**config.mk**
```make
export PLATFORM = sky130hd
export DESIGN_NAME = c_token_recognizer_dfa
export DESIGN_NICKNAME = d
export VERILOG_FILES = /design/src/rtl/core/ctok_pkg.sv /design/src/rtl/core/c_token_recognizer_dfa.sv /design/src/rtl/core/ctok_classify.sv /design/src/rtl/core/ctok_next.sv
export SDC_FILE = /design/constraint.sdc
export NUM_CORES = 1
export LEC_CHECK = 0
export BUFFER_PORTS_ARGS = -buffer_cell sky130_fd_sc_hd__buf_2
export CAP_MARGIN = 20
export CORE_MARGIN = 2
export CORE_UTILIZATION = 55
export CTS_CLUSTER_DIAMETER = 100
export DETAILED_ROUTE_END_ITERATION = 8
export PLACE_DENSITY = 0.85
export SYNTH_ARGS = -nofsm -noshare
export SYNTH_HDL_FRONTEND = slang
export SYNTH_HIERARCHICAL = 1
export SYNTH_SLANG_ARGS = --single-unit
```
**constraint.sdc**
```tcl
create_clock -name clk -period 7.8 [get_ports clk]
set_clock_uncertainty 0.15 [all_clocks]
set_input_delay 2.34 -clock clk [delete_from_list [all_inputs] [get_ports clk]]
set_output_delay 2.34 -clock clk [all_outputs]
set_load 0.03 [all_outputs]
```
**src/rtl/core/ctok_pkg.sv**
```systemverilog
package ctok_pkg;

	// Automaton state codes, start is zero
	localparam int unsigned STATE_W = 7;
	localparam int unsigned CLASS_W = 3;

	localparam logic [STATE_W-1:0] ST_START     = 7'd0;
	localparam logic [STATE_W-1:0] ST_IDENT     = 7'd1;
	localparam logic [STATE_W-1:0] ST_INT       = 7'd2;
	localparam logic [STATE_W-1:0] ST_FDOT      = 7'd3;
	localparam logic [STATE_W-1:0] ST_FDIG      = 7'd4;
	localparam logic [STATE_W-1:0] ST_FEXP      = 7'd5;
	localparam logic [STATE_W-1:0] ST_FEXPSIGN  = 7'd6;
	localparam logic [STATE_W-1:0] ST_FEXPDIG   = 7'd7;
	localparam logic [STATE_W-1:0] ST_HEXPRE    = 7'd8;
	localparam logic [STATE_W-1:0] ST_HEXDIG    = 7'd9;
	localparam logic [STATE_W-1:0] ST_OCTDIG    = 7'd10;
	localparam logic [STATE_W-1:0] ST_BINPRE    = 7'd11;
	localparam logic [STATE_W-1:0] ST_BINDIG    = 7'd12;
	localparam logic [STATE_W-1:0] ST_STRSTART  = 7'd13;
	localparam logic [STATE_W-1:0] ST_STRBODY   = 7'd14;
	localparam logic [STATE_W-1:0] ST_STRESC    = 7'd15;
	localparam logic [STATE_W-1:0] ST_STRHEXESC = 7'd16;
	localparam logic [STATE_W-1:0] ST_STROCTESC = 7'd17;
	localparam logic [STATE_W-1:0] ST_STREND    = 7'd18;
	localparam logic [STATE_W-1:0] ST_CHSTART   = 7'd19;
	localparam logic [STATE_W-1:0] ST_CHBODY    = 7'd20;
	localparam logic [STATE_W-1:0] ST_CHESC     = 7'd21;
	localparam logic [STATE_W-1:0] ST_CHEND     = 7'd22;
	localparam logic [STATE_W-1:0] ST_PLUS      = 7'd23;
	localparam logic [STATE_W-1:0] ST_MINUS     = 7'd24;
	localparam logic [STATE_W-1:0] ST_MUL       = 7'd25;
	localparam logic [STATE_W-1:0] ST_DIV       = 7'd26;
	localparam logic [STATE_W-1:0] ST_MOD       = 7'd27;
	localparam logic [STATE_W-1:0] ST_ASSIGN    = 7'd28;
	localparam logic [STATE_W-1:0] ST_EQ        = 7'd29;
	localparam logic [STATE_W-1:0] ST_NOT       = 7'd30;
	localparam logic [STATE_W-1:0] ST_NE        = 7'd31;
	localparam logic [STATE_W-1:0] ST_LT        = 7'd32;
	localparam logic [STATE_W-1:0] ST_LE        = 7'd33;
	localparam logic [STATE_W-1:0] ST_GT        = 7'd34;
	localparam logic [STATE_W-1:0] ST_GE        = 7'd35;
	localparam logic [STATE_W-1:0] ST_LAND      = 7'd37;
	localparam logic [STATE_W-1:0] ST_LOR       = 7'd39;
	localparam logic [STATE_W-1:0] ST_BAND      = 7'd40;
	localparam logic [STATE_W-1:0] ST_BOR       = 7'd41;
	localparam logic [STATE_W-1:0] ST_BXOR      = 7'd42;
	localparam logic [STATE_W-1:0] ST_BNOT      = 7'd43;
	localparam logic [STATE_W-1:0] ST_SHL       = 7'd45;
	localparam logic [STATE_W-1:0] ST_SHR       = 7'd47;
	localparam logic [STATE_W-1:0] ST_INC       = 7'd49;
	localparam logic [STATE_W-1:0] ST_DEC       = 7'd51;
	localparam logic [STATE_W-1:0] ST_ARROW     = 7'd53;
	localparam logic [STATE_W-1:0] ST_LCOM      = 7'd55;
	localparam logic [STATE_W-1:0] ST_BCOM      = 7'd56;
	localparam logic [STATE_W-1:0] ST_BCOMEND   = 7'd57;
	localparam logic [STATE_W-1:0] ST_LPAREN    = 7'd58;
	localparam logic [STATE_W-1:0] ST_RPAREN    = 7'd59;
	localparam logic [STATE_W-1:0] ST_LBRACK    = 7'd60;
	localparam logic [STATE_W-1:0] ST_RBRACK    = 7'd61;
	localparam logic [STATE_W-1:0] ST_LBRACE    = 7'd62;
	localparam logic [STATE_W-1:0] ST_RBRACE    = 7'd63;
	localparam logic [STATE_W-1:0] ST_SEMI      = 7'd64;
	localparam logic [STATE_W-1:0] ST_COMMA     = 7'd65;
	localparam logic [STATE_W-1:0] ST_DOT       = 7'd66;
	localparam logic [STATE_W-1:0] ST_COLON     = 7'd67;
	localparam logic [STATE_W-1:0] ST_QUEST     = 7'd68;
	localparam logic [STATE_W-1:0] ST_WS        = 7'd69;
	localparam logic [STATE_W-1:0] ST_NL        = 7'd70;
	localparam logic [STATE_W-1:0] ST_EOF       = 7'd71;
	localparam logic [STATE_W-1:0] ST_ERROR     = 7'd72;
	localparam logic [STATE_W-1:0] AC_IDENT     = 7'd73;
	localparam logic [STATE_W-1:0] AC_INT       = 7'd74;
	localparam logic [STATE_W-1:0] AC_FLOAT     = 7'd75;
	localparam logic [STATE_W-1:0] AC_HEX       = 7'd76;
	localparam logic [STATE_W-1:0] AC_OCT       = 7'd77;
	localparam logic [STATE_W-1:0] AC_BIN       = 7'd78;
	localparam logic [STATE_W-1:0] AC_STR       = 7'd79;
	localparam logic [STATE_W-1:0] AC_CHAR      = 7'd80;
	localparam logic [STATE_W-1:0] AC_OP        = 7'd81;
	localparam logic [STATE_W-1:0] AC_DELIM     = 7'd82;
	localparam logic [STATE_W-1:0] AC_COMMENT   = 7'd83;
	localparam logic [STATE_W-1:0] AC_EOF       = 7'd84;

	// Token classes reported with an accept state
	localparam logic [CLASS_W-1:0] TC_NONE    = 3'd0;
	localparam logic [CLASS_W-1:0] TC_IDENT   = 3'd1;
	localparam logic [CLASS_W-1:0] TC_INTEGER = 3'd2;
	localparam logic [CLASS_W-1:0] TC_FLOAT   = 3'd3;
	localparam logic [CLASS_W-1:0] TC_STRING  = 3'd4;
	localparam logic [CLASS_W-1:0] TC_CHAR    = 3'd5;
	localparam logic [CLASS_W-1:0] TC_EOF     = 3'd6;
	localparam logic [CLASS_W-1:0] TC_COMMENT = 3'd7;

	// Byte class flags, shared between the classifier and the transition logic
	typedef struct packed {
		logic alpha;
		logic digit;
		logic hex;
		logic oct;
		logic bin;
		logic ws;
	} char_class_t;

	// Result of one step
	typedef struct packed {
		logic [STATE_W-1:0] state_code;
		logic               accepting;
		logic               is_error;
		logic [CLASS_W-1:0] token_class;
	} step_result_t;

endpackage

```
**src/rtl/core/c_token_recognizer_dfa.sv**
```systemverilog
// Lexer automaton for a C-like language. Each slave transaction carries one source
// byte (or a restart flag in s_tuser) and yields exactly one master transaction with
// the new automaton state, its accept and error flags and the token class. One byte
// is taken per clock cycle when the output side keeps up; a byte goes through an
// input register, the next-state table and the result register, so a result is
// presented when its byte reaches the result register. The rate is set by the
// single state register that feeds back through the next-state table. The error
// state holds until restart.
module c_token_recognizer_dfa
	import ctok_pkg::*;
(
	input  logic        clk,
	input  logic        arst_n,
	input  logic        s_tvalid,
	output logic        s_tready,
	input  logic [7:0]  s_tdata,  // [7:0] char_code
	input  logic [0:0]  s_tuser,  // [0] operation (1 = restart)
	output logic        m_tvalid,
	input  logic        m_tready,
	output logic [7:0]  m_tdata,  // [6:0] state_code, [7] zero
	output logic [4:0]  m_tuser   // [0] accepting, [1] is_error, [4:2] token_class
);

	logic               valid_s1;
	logic               op_s1;
	logic [7:0]         char_s1;
	logic [STATE_W-1:0] state_q;
	logic               valid_s2;
	step_result_t       res_s2;
	char_class_t        cls;
	step_result_t       res;
	logic               adv;

	// Advance the input stage whenever the result register is free or being drained
	assign adv      = !valid_s2 || m_tready;
	assign s_tready = !valid_s1 || adv;

	// Hold the accepted transaction
	always_ff @(posedge clk or negedge arst_n) begin
		if (!arst_n) begin
			valid_s1 <= 1'b0;
		end else if (s_tready) begin
			valid_s1 <= s_tvalid;
		end
	end

	always_ff @(posedge clk) begin
		if (s_tready && s_tvalid) begin
			op_s1   <= s_tuser[0];
			char_s1 <= s_tdata;
		end
	end

	ctok_classify u_classify (
		.char_code (char_s1),
		.cls       (cls)
	);

	ctok_next u_next (
		.cur_state (state_q),
		.restart   (op_s1),
		.char_code (char_s1),
		.cls       (cls),
		.res       (res)
	);

	// Update the automaton state as each byte moves into the result register
	always_ff @(posedge clk or negedge arst_n) begin
		if (!arst_n) begin
			state_q  <= ST_START;
			valid_s2 <= 1'b0;
		end else if (adv) begin
			valid_s2 <= valid_s1;
			if (valid_s1)
				state_q <= res.state_code;
		end
	end

	always_ff @(posedge clk) begin
		if (adv && valid_s1)
			res_s2 <= res;
	end

	// Drive the result transaction
	assign m_tvalid = valid_s2;
	assign m_tdata  = {1'b0, res_s2.state_code};
	assign m_tuser  = {res_s2.token_class, res_s2.is_error, res_s2.accepting};

endmodule

```
**src/rtl/core/ctok_classify.sv**
```systemverilog
module ctok_classify
	import ctok_pkg::*;
(
	input  logic [7:0]  char_code,
	output char_class_t cls
);

	logic lower;
	logic upper;

	// Decode ASCII ranges; bytes above 127 match none of them
	always_comb begin
		lower     = (char_code >= 8'h61) && (char_code <= 8'h7a);
		upper     = (char_code >= 8'h41) && (char_code <= 8'h5a);
		cls.alpha = lower || upper;
		cls.digit = (char_code >= 8'h30) && (char_code <= 8'h39);
		cls.hex   = cls.digit || ((char_code >= 8'h61) && (char_code <= 8'h66))
			|| ((char_code >= 8'h41) && (char_code <= 8'h46));
		cls.oct   = (char_code >= 8'h30) && (char_code <= 8'h37);
		cls.bin   = (char_code == 8'h30) || (char_code == 8'h31);
		cls.ws    = (char_code == 8'h20) || (char_code == 8'h09) || (char_code == 8'h0d);
	end

endmodule

```
**src/rtl/core/ctok_next.sv**
```systemverilog
module ctok_next
	import ctok_pkg::*;
(
	input  logic [STATE_W-1:0] cur_state,
	input  logic               restart,
	input  logic [7:0]         char_code,
	input  char_class_t        cls,
	output step_result_t       res
);

	// Byte constants used by the transition rules
	localparam logic [7:0] CH_NUL   = 8'h00;
	localparam logic [7:0] CH_NL    = 8'h0a;
	localparam logic [7:0] CH_DQ    = 8'h22;
	localparam logic [7:0] CH_SQ    = 8'h27;
	localparam logic [7:0] CH_BSL   = 8'h5c;
	localparam logic [7:0] CH_UND   = 8'h5f;
	localparam logic [7:0] CH_ZERO  = 8'h30;
	localparam logic [7:0] CH_DOT   = 8'h2e;
	localparam logic [7:0] CH_PLUS  = 8'h2b;
	localparam logic [7:0] CH_MINUS = 8'h2d;
	localparam logic [7:0] CH_STAR  = 8'h2a;
	localparam logic [7:0] CH_SLASH = 8'h2f;
	localparam logic [7:0] CH_EQ    = 8'h3d;
	localparam logic [7:0] CH_LT    = 8'h3c;
	localparam logic [7:0] CH_GT    = 8'h3e;
	localparam logic [7:0] CH_AMP   = 8'h26;
	localparam logic [7:0] CH_BAR   = 8'h7c;
	localparam logic [7:0] CH_LX    = 8'h78;
	localparam logic [7:0] CH_UX    = 8'h58;
	localparam logic [7:0] CH_LB    = 8'h62;
	localparam logic [7:0] CH_UB    = 8'h42;
	localparam logic [7:0] CH_LE    = 8'h65;
	localparam logic [7:0] CH_UE    = 8'h45;

	logic [STATE_W-1:0] start_nxt;
	logic [STATE_W-1:0] str_nxt;
	logic [STATE_W-1:0] nxt;

	// Dispatch from the start state
	always_comb begin
		case (char_code)
			CH_DQ:    start_nxt = ST_STRSTART;
			CH_SQ:    start_nxt = ST_CHSTART;
			CH_PLUS:  start_nxt = ST_PLUS;
			CH_MINUS: start_nxt = ST_MINUS;
			CH_STAR:  start_nxt = ST_MUL;
			CH_SLASH: start_nxt = ST_DIV;
			8'h25:    start_nxt = ST_MOD;
			CH_EQ:    start_nxt = ST_ASSIGN;
			8'h21:    start_nxt = ST_NOT;
			CH_LT:    start_nxt = ST_LT;
			CH_GT:    start_nxt = ST_GT;
			CH_AMP:   start_nxt = ST_BAND;
			CH_BAR:   start_nxt = ST_BOR;
			8'h5e:    start_nxt = ST_BXOR;
			8'h7e:    start_nxt = ST_BNOT;
			8'h28:    start_nxt = ST_LPAREN;
			8'h29:    start_nxt = ST_RPAREN;
			8'h5b:    start_nxt = ST_LBRACK;
			8'h5d:    start_nxt = ST_RBRACK;
			8'h7b:    start_nxt = ST_LBRACE;
			8'h7d:    start_nxt = ST_RBRACE;
			8'h3b:    start_nxt = ST_SEMI;
			8'h2c:    start_nxt = ST_COMMA;
			CH_DOT:   start_nxt = ST_DOT;
			8'h3a:    start_nxt = ST_COLON;
			8'h3f:    start_nxt = ST_QUEST;
			CH_NL:    start_nxt = ST_NL;
			CH_NUL:   start_nxt = ST_EOF;
			default:  start_nxt = ST_ERROR;
		endcase
		if (cls.ws)
			start_nxt = ST_WS;
		if (cls.digit)
			start_nxt = (char_code == CH_ZERO) ? ST_OCTDIG : ST_INT;
		if (cls.alpha || (char_code == CH_UND))
			start_nxt = ST_IDENT;
	end

	// String body rule, shared by the string start, body and escape-tail states
	always_comb begin
		if (char_code == CH_DQ)
			str_nxt = ST_STREND;
		else if (char_code == CH_BSL)
			str_nxt = ST_STRESC;
		else if ((char_code != CH_NL) && (char_code != CH_NUL))
			str_nxt = ST_STRBODY;
		else
			str_nxt = ST_ERROR;
	end

	// Transition table
	always_comb begin
		nxt = ST_ERROR;
		case (cur_state)
			ST_START: nxt = start_nxt;
			ST_IDENT: nxt = (cls.alpha || cls.digit || (char_code == CH_UND)) ? ST_IDENT : AC_IDENT;
			ST_INT: begin
				if (cls.digit)
					nxt = ST_INT;
				else if (char_code == CH_DOT)
					nxt = ST_FDOT;
				else if ((char_code == CH_LE) || (char_code == CH_UE))
					nxt = ST_FEXP;
				else
					nxt = AC_INT;
			end
			ST_OCTDIG: begin
				if ((char_code == CH_LX) || (char_code == CH_UX))
					nxt = ST_HEXPRE;
				else if ((char_code == CH_LB) || (char_code == CH_UB))
					nxt = ST_BINPRE;
				else if (cls.oct)
					nxt = ST_OCTDIG;
				else if (char_code == CH_DOT)
					nxt = ST_FDOT;
				else
					nxt = AC_OCT;
			end
			ST_HEXPRE: nxt = cls.hex ? ST_HEXDIG : ST_ERROR;
			ST_HEXDIG: nxt = cls.hex ? ST_HEXDIG : AC_HEX;
			ST_BINPRE: nxt = cls.bin ? ST_BINDIG : ST_ERROR;
			ST_BINDIG: nxt = cls.bin ? ST_BINDIG : AC_BIN;
			ST_FDOT:   nxt = cls.digit ? ST_FDIG : ST_ERROR;
			ST_FDIG: begin
				if (cls.digit)
					nxt = ST_FDIG;
				else if ((char_code == CH_LE) || (char_code == CH_UE))
					nxt = ST_FEXP;
				else
					nxt = AC_FLOAT;
			end
			ST_FEXP: begin
				if ((char_code == CH_PLUS) || (char_code == CH_MINUS))
					nxt = ST_FEXPSIGN;
				else
					nxt = cls.digit ? ST_FEXPDIG : ST_ERROR;
			end
			ST_FEXPSIGN: nxt = cls.digit ? ST_FEXPDIG : ST_ERROR;
			ST_FEXPDIG:  nxt = cls.digit ? ST_FEXPDIG : AC_FLOAT;
			ST_STRSTART, ST_STRBODY, ST_STRHEXESC, ST_STROCTESC: nxt = str_nxt;
			ST_STRESC: begin
				if (char_code == CH_LX)
					nxt = ST_STRHEXESC;
				else if (cls.oct)
					nxt = ST_STROCTESC;
				else
					nxt = ST_STRBODY;
			end
			ST_STREND: nxt = AC_STR;
			ST_CHSTART: begin
				if (char_code == CH_SQ)
					nxt = ST_CHEND;
				else if (char_code == CH_BSL)
					nxt = ST_CHESC;
				else if ((char_code != CH_NL) && (char_code != CH_NUL))
					nxt = ST_CHBODY;
				else
					nxt = ST_ERROR;
			end
			ST_CHBODY: nxt = (char_code == CH_SQ) ? ST_CHEND : ST_ERROR;
			ST_CHESC:  nxt = ST_CHBODY;
			ST_CHEND:  nxt = AC_CHAR;
			ST_PLUS:   nxt = (char_code == CH_PLUS) ? ST_INC : AC_OP;
			ST_MINUS: begin
				if (char_code == CH_MINUS)
					nxt = ST_DEC;
				else if (char_code == CH_GT)
					nxt = ST_ARROW;
				else
					nxt = AC_OP;
			end
			ST_DIV: begin
				if (char_code == CH_SLASH)
					nxt = ST_LCOM;
				else if (char_code == CH_STAR)
					nxt = ST_BCOM;
				else
					nxt = AC_OP;
			end
			ST_ASSIGN: nxt = (char_code == CH_EQ) ? ST_EQ : AC_OP;
			ST_NOT:    nxt = (char_code == CH_EQ) ? ST_NE : AC_OP;
			ST_LT: begin
				if (char_code == CH_EQ)
					nxt = ST_LE;
				else if (char_code == CH_LT)
					nxt = ST_SHL;
				else
					nxt = AC_OP;
			end
			ST_GT: begin
				if (char_code == CH_EQ)
					nxt = ST_GE;
				else if (char_code == CH_GT)
					nxt = ST_SHR;
				else
					nxt = AC_OP;
			end
			ST_BAND: nxt = (char_code == CH_AMP) ? ST_LAND : AC_OP;
			ST_BOR:  nxt = (char_code == CH_BAR) ? ST_LOR : AC_OP;
			ST_MUL, ST_MOD, ST_BXOR, ST_BNOT, ST_EQ, ST_NE, ST_INC, ST_DEC, ST_ARROW,
			ST_LAND, ST_LOR, ST_SHL, ST_SHR, ST_LE, ST_GE: nxt = AC_OP;
			ST_LCOM: nxt = (char_code == CH_NL) ? AC_COMMENT : ST_LCOM;
			ST_BCOM: nxt = (char_code == CH_STAR) ? ST_BCOMEND : ST_BCOM;
			ST_BCOMEND: begin
				if (char_code == CH_SLASH)
					nxt = AC_COMMENT;
				else if (char_code == CH_STAR)
					nxt = ST_BCOMEND;
				else
					nxt = ST_BCOM;
			end
			ST_LPAREN, ST_RPAREN, ST_LBRACK, ST_RBRACK, ST_LBRACE, ST_RBRACE,
			ST_SEMI, ST_COMMA, ST_DOT, ST_COLON, ST_QUEST: nxt = AC_DELIM;
			ST_WS:  nxt = cls.ws ? ST_WS : ST_START;
			ST_NL:  nxt = ST_START;
			ST_EOF: nxt = AC_EOF;
			AC_IDENT, AC_INT, AC_FLOAT, AC_HEX, AC_OCT, AC_BIN, AC_STR, AC_CHAR,
			AC_OP, AC_DELIM, AC_COMMENT, AC_EOF: nxt = ST_START;
			default: nxt = ST_ERROR;
		endcase
		if (restart)
			nxt = ST_START;
	end

	// Flags and token class of the new state
	always_comb begin
		res.state_code = nxt;
		res.accepting  = (nxt >= AC_IDENT) && (nxt <= AC_EOF);
		res.is_error   = (nxt == ST_ERROR);
		case (nxt)
			AC_IDENT:                       res.token_class = TC_IDENT;
			AC_INT, AC_HEX, AC_OCT, AC_BIN: res.token_class = TC_INTEGER;
			AC_FLOAT:                       res.token_class = TC_FLOAT;
			AC_STR:                         res.token_class = TC_STRING;
			AC_CHAR:                        res.token_class = TC_CHAR;
			AC_EOF:                         res.token_class = TC_EOF;
			AC_COMMENT:                     res.token_class = TC_COMMENT;
			default:                        res.token_class = TC_NONE;
		endcase
	end

endmodule

```
==> results of run 1 <==
[state kept, by name, summed over array words and instances (netlist names)]
signal,count
m_tvalid,1
m_tdata,7
char_s1,8
valid_s1,1
state_q,7
op_s1,1
m_tuser,5
[path summary, 6_finish.rpt]
check | slack, ns | to
min reg2reg | 0.42 | m_tvalid
max reg2reg | 3.35 | m_tuser[2]
max in group asynchronous | 5.54 | m_tvalid
min | 0.42 | m_tvalid
max | 2.48 | s_tready
min in group asynchronous | 1.77 | valid_s1
[worst max-delay path: cells and delay by family]
kind          cells  cell delay (ns)
buf+inv           2             0.30
simple gates      1             0.19
[where the power goes]
group          switching [mW]  internal, mW  total (mW)
Sequential             0.0621         0.215       0.277
Clock                  0.0538        0.0710       0.125
Combinational           0.522         0.299       0.821
Total                   0.638         0.585        1.22
[routing by layer]
metal,wire length (µm),vias to the layer above,global-route usage
li1,-,1997,-
met1,5940,2174,0.513
met2,6470,337,0.543
met3,1510,48,0.0459
met4,486,0,0.0962
met5,0,-,0
[cells by family after synthesis]
family	share of synthesized area
compound gates	0.256
buf+inv	0.0704
mux	0.0536
other cells	0.000913
flops	0.208
fa+ha+maj	0.0244
simple gates	0.386
[stage by stage]
stage,hold WS [ns],cells,util,total power [mW]
2_1_floorplan,0.326,508,-,0.876
3_3_place_gp,0.377,598,0.583,1.05
3_5_place_dp,0.407,598,0.583,1.06
4_1_cts,0.426,606,0.596,1.19
5_1_grt,0.440,607,0.597,1.29
6_report,0.422,607,0.597,1.22
[layout make-up]
class / count / area, µm² / share of cell area
Sequential cell: 30 / 856 / 0.198
Timing Repair Buffer: 39 / 225 / 0.0520
Clock inverter: 1 / 5.00 / 0.00116
Multi-Input combinational cell: 412 / 2960 / 0.684
Clock buffer: 7 / 86.3 / 0.0199
Tap cell: 99 / 124 / 0.0286
Inverter: 19 / 71.3 / 0.0165
[cell usage after synthesis, types with 7 or more instances]
cell type / count / area [µm²]
sky130_fd_sc_hd__nand2_1: 32 / 120
sky130_fd_sc_hd__nor2_1: 27 / 101
sky130_fd_sc_hd__nand3_1: 26 / 130
sky130_fd_sc_hd__clkbuf_1: 24 / 90.1
sky130_fd_sc_hd__edfxtp_1: 21 / 631
sky130_fd_sc_hd__inv_1: 19 / 71.3
sky130_fd_sc_hd__buf_2: 18 / 90.1
sky130_fd_sc_hd__nor2b_1: 18 / 113
sky130_fd_sc_hd__o21ai_0: 16 / 80.1
sky130_fd_sc_hd__nand4_1: 15 / 93.8
sky130_fd_sc_hd__nor3_1: 15 / 75.1
sky130_fd_sc_hd__a21oi_1: 13 / 65.1
sky130_fd_sc_hd__nand3b_1: 12 / 90.1
sky130_fd_sc_hd__and3_1: 11 / 68.8
sky130_fd_sc_hd__o211ai_1: 11 / 82.6
sky130_fd_sc_hd__a211oi_1: 10 / 75.1
sky130_fd_sc_hd__nand2b_1: 10 / 62.6
sky130_fd_sc_hd__a2111oi_0: 9 / 78.8
sky130_fd_sc_hd__a31oi_1: 9 / 56.3
sky130_fd_sc_hd__dfrtp_1: 9 / 225
sky130_fd_sc_hd__ha_1: 8 / 100
sky130_fd_sc_hd__or3_1: 8 / 50.1
sky130_fd_sc_hd__a32oi_1: 7 / 61.3
sky130_fd_sc_hd__mux2_4: 7 / 105
sky130_fd_sc_hd__mux2i_1: 7 / 70.1
sky130_fd_sc_hd__nand4b_1: 7 / 61.3
sky130_fd_sc_hd__nor4_1: 7 / 43.8
sky130_fd_sc_hd__or2_2: 7 / 43.8
==> metrics.txt, run 1 <==
# TYPE chip_impl_metric gauge
chip_impl_info{name="worstHoldStart",value="valid_s1"} 1
chip_impl_metric{name="grt_antenna_before_repair",unit=""} 0
chip_impl_metric{name="initial_core_util",unit=""} 0.566
chip_impl_metric{name="synth-async-reset-ratio",unit=""} 0.300
chip_impl_metric{name="max_slew_margin",unit=""} 0.299
chip_impl_metric{name="number_of_instances_on_the_worst_hold_path",unit=""} 1
chip_impl_metric{name="die_y",unit="µm"} 90.4
chip_impl_info{name="crit_start",value="m_tready"} 1
chip_impl_metric{name="wl_per_cell",unit="µm"} 23.7
chip_impl_metric{name="number_of_clock_sinks_seen_by_cts",unit=""} 30
chip_impl_metric{name="gp_congestion",unit=""} 0.997
chip_impl_metric{name="fill_cells",unit=""} 693
chip_impl_info{name="worst_r2r_startpoint",value="char_s1[0]"} 1
chip_impl_metric{name="max_slew.worst_pin.slew",unit="ns"} 1.04
chip_impl_metric{name="post_dp_cell_area",unit="µm²"} 4230
chip_impl_info{name="hold_path_class",value="reg2reg"} 1
chip_impl_metric{name="initialDrtViolationCount",unit=""} 588
chip_impl_info{name="critical_path_class",value="in2out"} 1
chip_impl_metric{name="post_drt_via_cell_ratio",unit=""} 7.51
chip_impl_metric{name="clk_latency",unit="ns"} 0.27
chip_impl_metric{name="timing.critical_path.slowest_cell_delay",unit="ns"} 0.20
chip_impl_info{name="yosys_most_used_dff",value="sky130_fd_sc_hd__edfxtp_1"} 1
chip_impl_info{name="critical_path.most_common_cell",value="sky130_fd_sc_hd__buf_2"} 1
chip_impl_metric{name="yosys_register_bits",unit=""} 30
chip_impl_info{name="rsz_0062_raised_after_global_routing",value="false"} 1
chip_impl_metric{name="fin_nets",unit=""} 528
chip_impl_metric{name="vdd_ir_drop_max",unit="mV"} 0.139
chip_impl_metric{name="cellLeakagePower",unit="nW"} 1.53
chip_impl_metric{name="number_of_enable_flip_flop_cells_after_synthesis",unit=""} 21
chip_impl_info{name="layout.cells.most_common",value="sky130_fd_sc_hd__nand2_1"} 1
chip_impl_metric{name="critical_path_rt",unit="ns"} 5.31
chip_impl_metric{name="clkTransAtPathRegs",unit="ns"} 0.06
chip_impl_metric{name="synth_cell_type_count",unit=""} 86
chip_impl_metric{name="yosysSeqAreaShare",unit=""} 0.208
chip_impl_metric{name="dp_slack",unit="ns"} 2.48
chip_impl_metric{name="gr-total-overflow",unit=""} 0
chip_impl_metric{name="worst-r2r-cell-count",unit=""} 9
chip_impl_metric{name="post_cts_resize_count",unit=""} 0
chip_impl_metric{name="synthesis.area_per_instance",unit="µm²"} 8.08
chip_impl_metric{name="drt-total-wl",unit="mm"} 14.4
chip_impl_metric{name="worstPathArrival",unit="ns"} 2.83
chip_impl_metric{name="ctsHtreeMaxLevel",unit=""} 2
chip_impl_metric{name="post-route-min-period",unit="ns"} 5.32
chip_impl_metric{name="top_level_ports",unit=""} 28
chip_impl_info{name="cts_tree",value="yes"} 1
chip_impl_metric{name="final_antenna_net_count",unit=""} 0
chip_impl_metric{name="grt_use_total",unit=""} 0.351
chip_impl_info{name="worstSetupStartpointType",value="input port"} 1
chip_impl_metric{name="total_vias_in_the_final_route",unit=""} 4556
chip_impl_metric{name="drt-pass1-iter-count",unit=""} 5
chip_impl_metric{name="post_synth_inst_count",unit=""} 508
chip_impl_metric{name="layout-area-overhead-vs-synth",unit="%"} 5.43
chip_impl_metric{name="syn_area",unit="µm²"} 4110
chip_impl_metric{name="power_per_standard_cell_area",unit="nW/µm²"} 282
chip_impl_metric{name="drv.max_cap_violation_count",unit=""} 0
chip_impl_metric{name="postSynthNetCount",unit=""} 529
chip_impl_metric{name="slew_violations",unit=""} 0
chip_impl_metric{name="drc_errors_left",unit=""} 0
chip_impl_info{name="cts-root-buf",value="sky130_fd_sc_hd__clkbuf_8"} 1
chip_impl_metric{name="layout-drive-gt1-share",unit=""} 0.173
chip_impl_metric{name="floorplan.die_area",unit="µm²"} 8170
chip_impl_metric{name="yosys_warnings",unit=""} 6
chip_impl_metric{name="grt_pass1_vias",unit=""} 4057
chip_impl_metric{name="final.setup.tns",unit="ns"} 0
chip_impl_metric{name="cts_setup_buffers",unit=""} 0
chip_impl_metric{name="holdBufCountCts",unit=""} 0
chip_impl_metric{name="finalWorstSetupSlack",unit="ns"} 2.48
chip_impl_metric{name="fmax",unit="MHz"} 188
chip_impl_metric{name="number_of_input_and_output_port_buffers_inserted",unit=""} 26
chip_impl_metric{name="cts_buffer_depth",unit=""} 2
chip_impl_metric{name="hpwlAfterDp",unit="mm"} 10.4
chip_impl_metric{name="number_of_buffers_created_by_cts",unit=""} 5
chip_impl_info{name="crit_path_end_kind",value="output port"} 1
chip_impl_metric{name="setup_violations",unit=""} 0
chip_impl_info{name="status",value="finished, final reports clean"} 1
chip_impl_metric{name="worst-path-max-fanout",unit=""} 3
chip_impl_metric{name="core_area",unit="µm²"} 7250
chip_impl_metric{name="std_cell_rows",unit=""} 31
chip_impl_info{name="critical_path.cell_chain",value="buf_2 > nand3b_1 > buf_2"} 1
chip_impl_info{name="most_used_cells_in_the_layout_excluding_fill_and_tap_cells",value="32 x sky130_fd_sc_hd__nand2_1, 27 x sky130_fd_sc_hd__nor2_1, 26 x sky130_fd_sc_hd__buf_2, 26 x sky130_fd_sc_hd__nand3_1, 21 x sky130_fd_sc_hd__edfxtp_1"} 1
chip_impl_metric{name="final_min_period_over_clock_period",unit=""} 0.683
chip_impl_metric{name="wire_length_of_the_first_global_routing_pass",unit="mm"} 23.0
chip_impl_metric{name="finalHoldViolCount",unit=""} 0
chip_impl_info{name="critical-path-slowest-cell",value="sky130_fd_sc_hd__buf_2"} 1
chip_impl_metric{name="postLayoutCellArea",unit="µm²"} 4330
chip_impl_metric{name="n_antenna_cell",unit=""} 0
chip_impl_metric{name="grt_max_degree",unit=""} 40
chip_impl_metric{name="die_w",unit="µm"} 90.4
(Power assumes the default switching activity.)
==> run 2, diff against run 1 <==
--- a/config.mk
+++ b/config.mk
@@ -5,6 +5,7 @@
 export SDC_FILE = /design/constraint.sdc
 export NUM_CORES = 1
 export LEC_CHECK = 0
+export ABC_AREA = 1
 export BUFFER_PORTS_ARGS = -buffer_cell sky130_fd_sc_hd__buf_2
 export CAP_MARGIN = 20
 export CORE_MARGIN = 2
==> constraint.sdc (replaced) <==
create_clock -name clk -period 4.9 [get_ports clk]
set_clock_uncertainty 0.15 [all_clocks]
set_input_delay 1.47 -clock clk [delete_from_list [all_inputs] [get_ports clk]]
set_output_delay 1.47 -clock clk [all_outputs]
set_load 0.03 [all_outputs]
==> metrics.txt, run 2 <==
# TYPE chip_impl_metric gauge
chip_impl_info{name="status",value="finished, final reports clean"} 1
chip_impl_info{name="top_register",value="char_s1"} 1
chip_impl_metric{name="top_level_ports",unit=""} 28
chip_impl_metric{name="synth-async-reset-ratio",unit=""} 0.300
chip_impl_metric{name="number_of_clock_sinks_seen_by_cts",unit=""} 30
chip_impl_metric{name="cts_buffer_depth",unit=""} 2
chip_impl_metric{name="multi_input_area",unit="µm²"} 2820
chip_impl_metric{name="grt_use_total",unit=""} 0.348
chip_impl_info{name="crit_path_end_kind",value="flop"} 1
chip_impl_metric{name="slew_violations",unit=""} 0
chip_impl_metric{name="drt-pass1-iter-count",unit=""} 7
chip_impl_metric{name="yosys.area_share.simple",unit=""} 0.592
chip_impl_metric{name="synth_mux_area_frac",unit=""} 0
chip_impl_info{name="synth_top_area_cell",value="sky130_fd_sc_hd__nand2_1"} 1
chip_impl_metric{name="n_antenna_cell",unit=""} 0
chip_impl_metric{name="max_slew.worst_pin.slew",unit="ns"} 0.928
chip_impl_info{name="crit_start",value="char_s1[2]"} 1
chip_impl_metric{name="post_synth_inst_count",unit=""} 752
chip_impl_metric{name="fmax",unit="MHz"} 276
chip_impl_metric{name="cellLeakagePower",unit="nW"} 2.40
chip_impl_metric{name="largest_register_ff_count",unit=""} 8
chip_impl_metric{name="critical_path_rt",unit="ns"} 4.76
chip_impl_metric{name="hpwlAfterDp",unit="mm"} 11.5
chip_impl_metric{name="max_slew_margin",unit=""} 0.382
chip_impl_metric{name="clkTransAtPathRegs",unit="ns"} 0.07
chip_impl_metric{name="worstPathArrival",unit="ns"} 3.48
chip_impl_metric{name="wire_length_of_the_first_global_routing_pass",unit="mm"} 22.8
chip_impl_metric{name="wl_per_cell",unit="µm"} 16.3
chip_impl_metric{name="synthesis.area_per_instance",unit="µm²"} 5.48
chip_impl_metric{name="drt-total-wl",unit="mm"} 14.2
chip_impl_metric{name="portion_of_synthesized_cell_area_occupied_by_the_leading_cell_type",unit=""} 0.256
chip_impl_info{name="synth_top_family_by_area",value="simple AND/OR/NAND/NOR gates"} 1
chip_impl_info{name="critical_path.cell_chain",value="inv_1 > nand2_1 > a21oi_1 > inv_1 > nand2_1 > nand3_1 > nand2_1 > nor2_1 > nand3_1 > nor2_1 > nand2_1 > nand2_1 > nand2_1 > nor2_1 > o21ai_1 > nand3_1"} 1
chip_impl_info{name="yosys-top-cells-area",value="sky130_fd_sc_hd__nand2_1 26%, sky130_fd_sc_hd__edfxtp_1 15%, sky130_fd_sc_hd__nor2_1 12%, sky130_fd_sc_hd__nand3_1 11%, sky130_fd_sc_hd__inv_1 6.6%"} 1
chip_impl_metric{name="drv.max_cap_violation_count",unit=""} 0
chip_impl_metric{name="timing.critical_path.slowest_cell_delay",unit="ns"} 0.68
chip_impl_metric{name="final_antenna_net_count",unit=""} 0
chip_impl_metric{name="number_of_enable_flip_flop_cells_after_synthesis",unit=""} 21
chip_impl_metric{name="final.setup.tns",unit="ns"} 0
chip_impl_metric{name="final_min_period_over_clock_period",unit=""} 0.739
chip_impl_metric{name="yosys.area_share.xor_xnor",unit=""} 0
chip_impl_metric{name="initialDrtViolationCount",unit=""} 667
chip_impl_info{name="critical_path_class",value="reg2reg"} 1
chip_impl_metric{name="yosys_warnings",unit=""} 6
chip_impl_info{name="yosysMostFrequentCell",value="sky130_fd_sc_hd__nand2_1"} 1
chip_impl_metric{name="postSynthNetCount",unit=""} 773
chip_impl_metric{name="layout-area-overhead-vs-synth",unit="%"} 5.95
chip_impl_metric{name="area_share_of_fa_ha_maj_cells_after_synthesis",unit=""} 0.0243
chip_impl_metric{name="worst-r2r-cell-count",unit=""} 16
chip_impl_metric{name="rrSetupSlack",unit="ns"} 1.28
chip_impl_info{name="crit-reg2reg-capture",value="m_tuser[3]"} 1
chip_impl_metric{name="grt_antenna_before_repair",unit=""} 0
chip_impl_metric{name="post_cts_resize_count",unit=""} 0
chip_impl_info{name="critical_path.most_common_cell",value="sky130_fd_sc_hd__nand2_1"} 1
chip_impl_metric{name="drc_errors_left",unit=""} 0
chip_impl_metric{name="clk_latency",unit="ns"} 0.28
chip_impl_info{name="grt.busiest_layer",value="met2"} 1
chip_impl_info{name="worst_r2r_startpoint",value="char_s1[2]"} 1
chip_impl_metric{name="grt_pass1_vias",unit=""} 4575
chip_impl_metric{name="register_area",unit="µm²"} 856
chip_impl_info{name="most_used_cells_in_the_layout_excluding_fill_and_tap_cells",value="281 x sky130_fd_sc_hd__nand2_1, 132 x sky130_fd_sc_hd__nor2_1, 91 x sky130_fd_sc_hd__nand3_1"} 1
chip_impl_metric{name="setup_violations",unit=""} 0
chip_impl_metric{name="met3_usage",unit=""} 0.0559
chip_impl_metric{name="dp_slack",unit="ns"} 1.34
chip_impl_metric{name="yosysSeqAreaShare",unit=""} 0.208
chip_impl_metric{name="vdd_ir_drop_max",unit="mV"} 0.383
chip_impl_info{name="cts_tree",value="yes"} 1
chip_impl_metric{name="fin_nets",unit=""} 793
chip_impl_info{name="crit_end",value="m_tuser[3]"} 1
chip_impl_metric{name="ctsHtreeMaxLevel",unit=""} 2
chip_impl_metric{name="finalWorstSetupSlack",unit="ns"} 1.28
chip_impl_metric{name="number_of_input_and_output_port_buffers_inserted",unit=""} 26
chip_impl_metric{name="layout-drive-gt1-share",unit=""} 0.123
chip_impl_metric{name="std_cell_rows",unit=""} 31
chip_impl_metric{name="hold-worst-slack",unit="ns"} 0.461
chip_impl_metric{name="worst-path-max-fanout",unit=""} 16
chip_impl_info{name="post_synth_most_frequent_cells",value="281 x sky130_fd_sc_hd__nand2_1, 132 x sky130_fd_sc_hd__nor2_1, 91 x sky130_fd_sc_hd__nand3_1"} 1
chip_impl_metric{name="cts_setup_buffers",unit=""} 0
chip_impl_metric{name="power_per_standard_cell_area",unit="nW/µm²"} 422
chip_impl_info{name="cts-root-buf",value="sky130_fd_sc_hd__clkbuf_8"} 1
chip_impl_info{name="layout.cells.most_common",value="sky130_fd_sc_hd__nand2_1"} 1
chip_impl_metric{name="gr-total-overflow",unit=""} 0
chip_impl_metric{name="floorplan.die_area",unit="µm²"} 8210
chip_impl_metric{name="holdBufCountCts",unit=""} 0
chip_impl_metric{name="fill_cells",unit=""} 727
chip_impl_info{name="rsz_0062_raised_after_global_routing",value="false"} 1
chip_impl_metric{name="number_of_buffers_created_by_cts",unit=""} 5
chip_impl_metric{name="core_area",unit="µm²"} 7250
chip_impl_metric{name="synth_compound_gate_area_share",unit=""} 0.0658
chip_impl_metric{name="synth_cell_type_count",unit=""} 32
chip_impl_info{name="worstSetupStartpointType",value="flop"} 1
chip_impl_metric{name="gp_congestion",unit=""} 1.11
chip_impl_metric{name="initial_core_util",unit=""} 0.569
chip_impl_metric{name="finalHoldViolCount",unit=""} 0
chip_impl_info{name="critical-path-slowest-cell",value="sky130_fd_sc_hd__edfxtp_1"} 1
chip_impl_metric{name="grt_max_degree",unit=""} 24
chip_impl_metric{name="global_routing_met1_resource_utilization",unit=""} 0.471
chip_impl_metric{name="grt_use_met2",unit=""} 0.568
chip_impl_metric{name="post_drt_via_cell_ratio",unit=""} 5.80
chip_impl_metric{name="syn_area",unit="µm²"} 4120
chip_impl_metric{name="yosys_register_bits",unit=""} 30
chip_impl_metric{name="total_vias_in_the_final_route",unit=""} 5057
chip_impl_metric{name="post-route-min-period",unit="ns"} 3.62
chip_impl_info{name="yosys_most_used_dff",value="sky130_fd_sc_hd__edfxtp_1"} 1
chip_impl_metric{name="die_w",unit="µm"} 90.6
chip_impl_metric{name="die_y",unit="µm"} 90.6
chip_impl_info{name="hold_path_class",value="reg2reg"} 1
-- run 2: cell count changes after synthesis, moves of 18 or more --
cell and delta:
sky130_fd_sc_hd__clkbuf_1 -24, sky130_fd_sc_hd__inv_1 +54, sky130_fd_sc_hd__nand2_1 +249, sky130_fd_sc_hd__nand3_1 +65
sky130_fd_sc_hd__nor2_1 +105, sky130_fd_sc_hd__nor2_2 +19, sky130_fd_sc_hd__nor2b_1 -18
-- run 2: per-layer routing --
metal	up-vias	share of wire	routed length [µm]
met5	-	0	0
met4	0	0.034	489
met3	60	0.11	1530
met2	354	0.44	6250
met1	2234	0.42	5920
li1	2409	-	-
-- run 2: cell type report --
cell class                 instances  share of cell area
sequential                        30               0.196
multi-input combinational        621               0.645
clock inverter                     3             0.00916
clock buffer                       5              0.0158
timing repair buffer              26              0.0298
inverter                          88              0.0762
tap                               99              0.0284
-- run 2: cells by family (layout without fill, tap and decap cells) --
kind of cell,Yosys count,count (layout)
simple gates,562,562
buf+inv,101,122
compound gates,50,50
flops,30,30
fa+ha+maj,8,8
other cells,1,1
-- run 2: how the worst min path moves through the flow --
stage	startpoint	to	slack [ns]	cells after the start
floorplan	state_q[2]	state_q[2]	0.29	2
global placement	state_q[5]	state_q[5]	0.42	2
detailed placement	state_q[6]	state_q[6]	0.44	2
CTS	state_q[6]	state_q[6]	0.46	2
global route	state_q[6]	state_q[6]	0.48	2
finish	state_q[6]	state_q[6]	0.46	2
-- run 2: metrics by stage --
| stage | cells | total power [mW] | area, µm² | util |
|---|---|---|---|---|
| global route | 872 | 1.98 | 4370 | 0.602 |
| floorplan | 752 | 1.30 | 4120 | - |
| CTS | 872 | 1.81 | 4370 | 0.602 |
| finish | 872 | 1.84 | 4370 | 0.602 |
| detailed placement | 864 | 1.56 | 4260 | 0.587 |
| global placement | 864 | 1.54 | 4260 | 0.587 |
-- run 2: worst max-delay path: cells and delay by family, from the launching register on --
family / cells / cell delay [ns]
AO/OA/AOI/OAI: 2 / 0.71
buffers and inverters: 2 / 0.60
AND/OR/NAND/NOR: 12 / 1.23
flip-flops: 1 / 0.68
-- run 2: power breakdown --
part	internal (mW)	switching, mW	total, mW
Sequential	0.350	0.0932	0.443
Combinational	0.314	0.845	1.16
Clock	0.149	0.0938	0.243
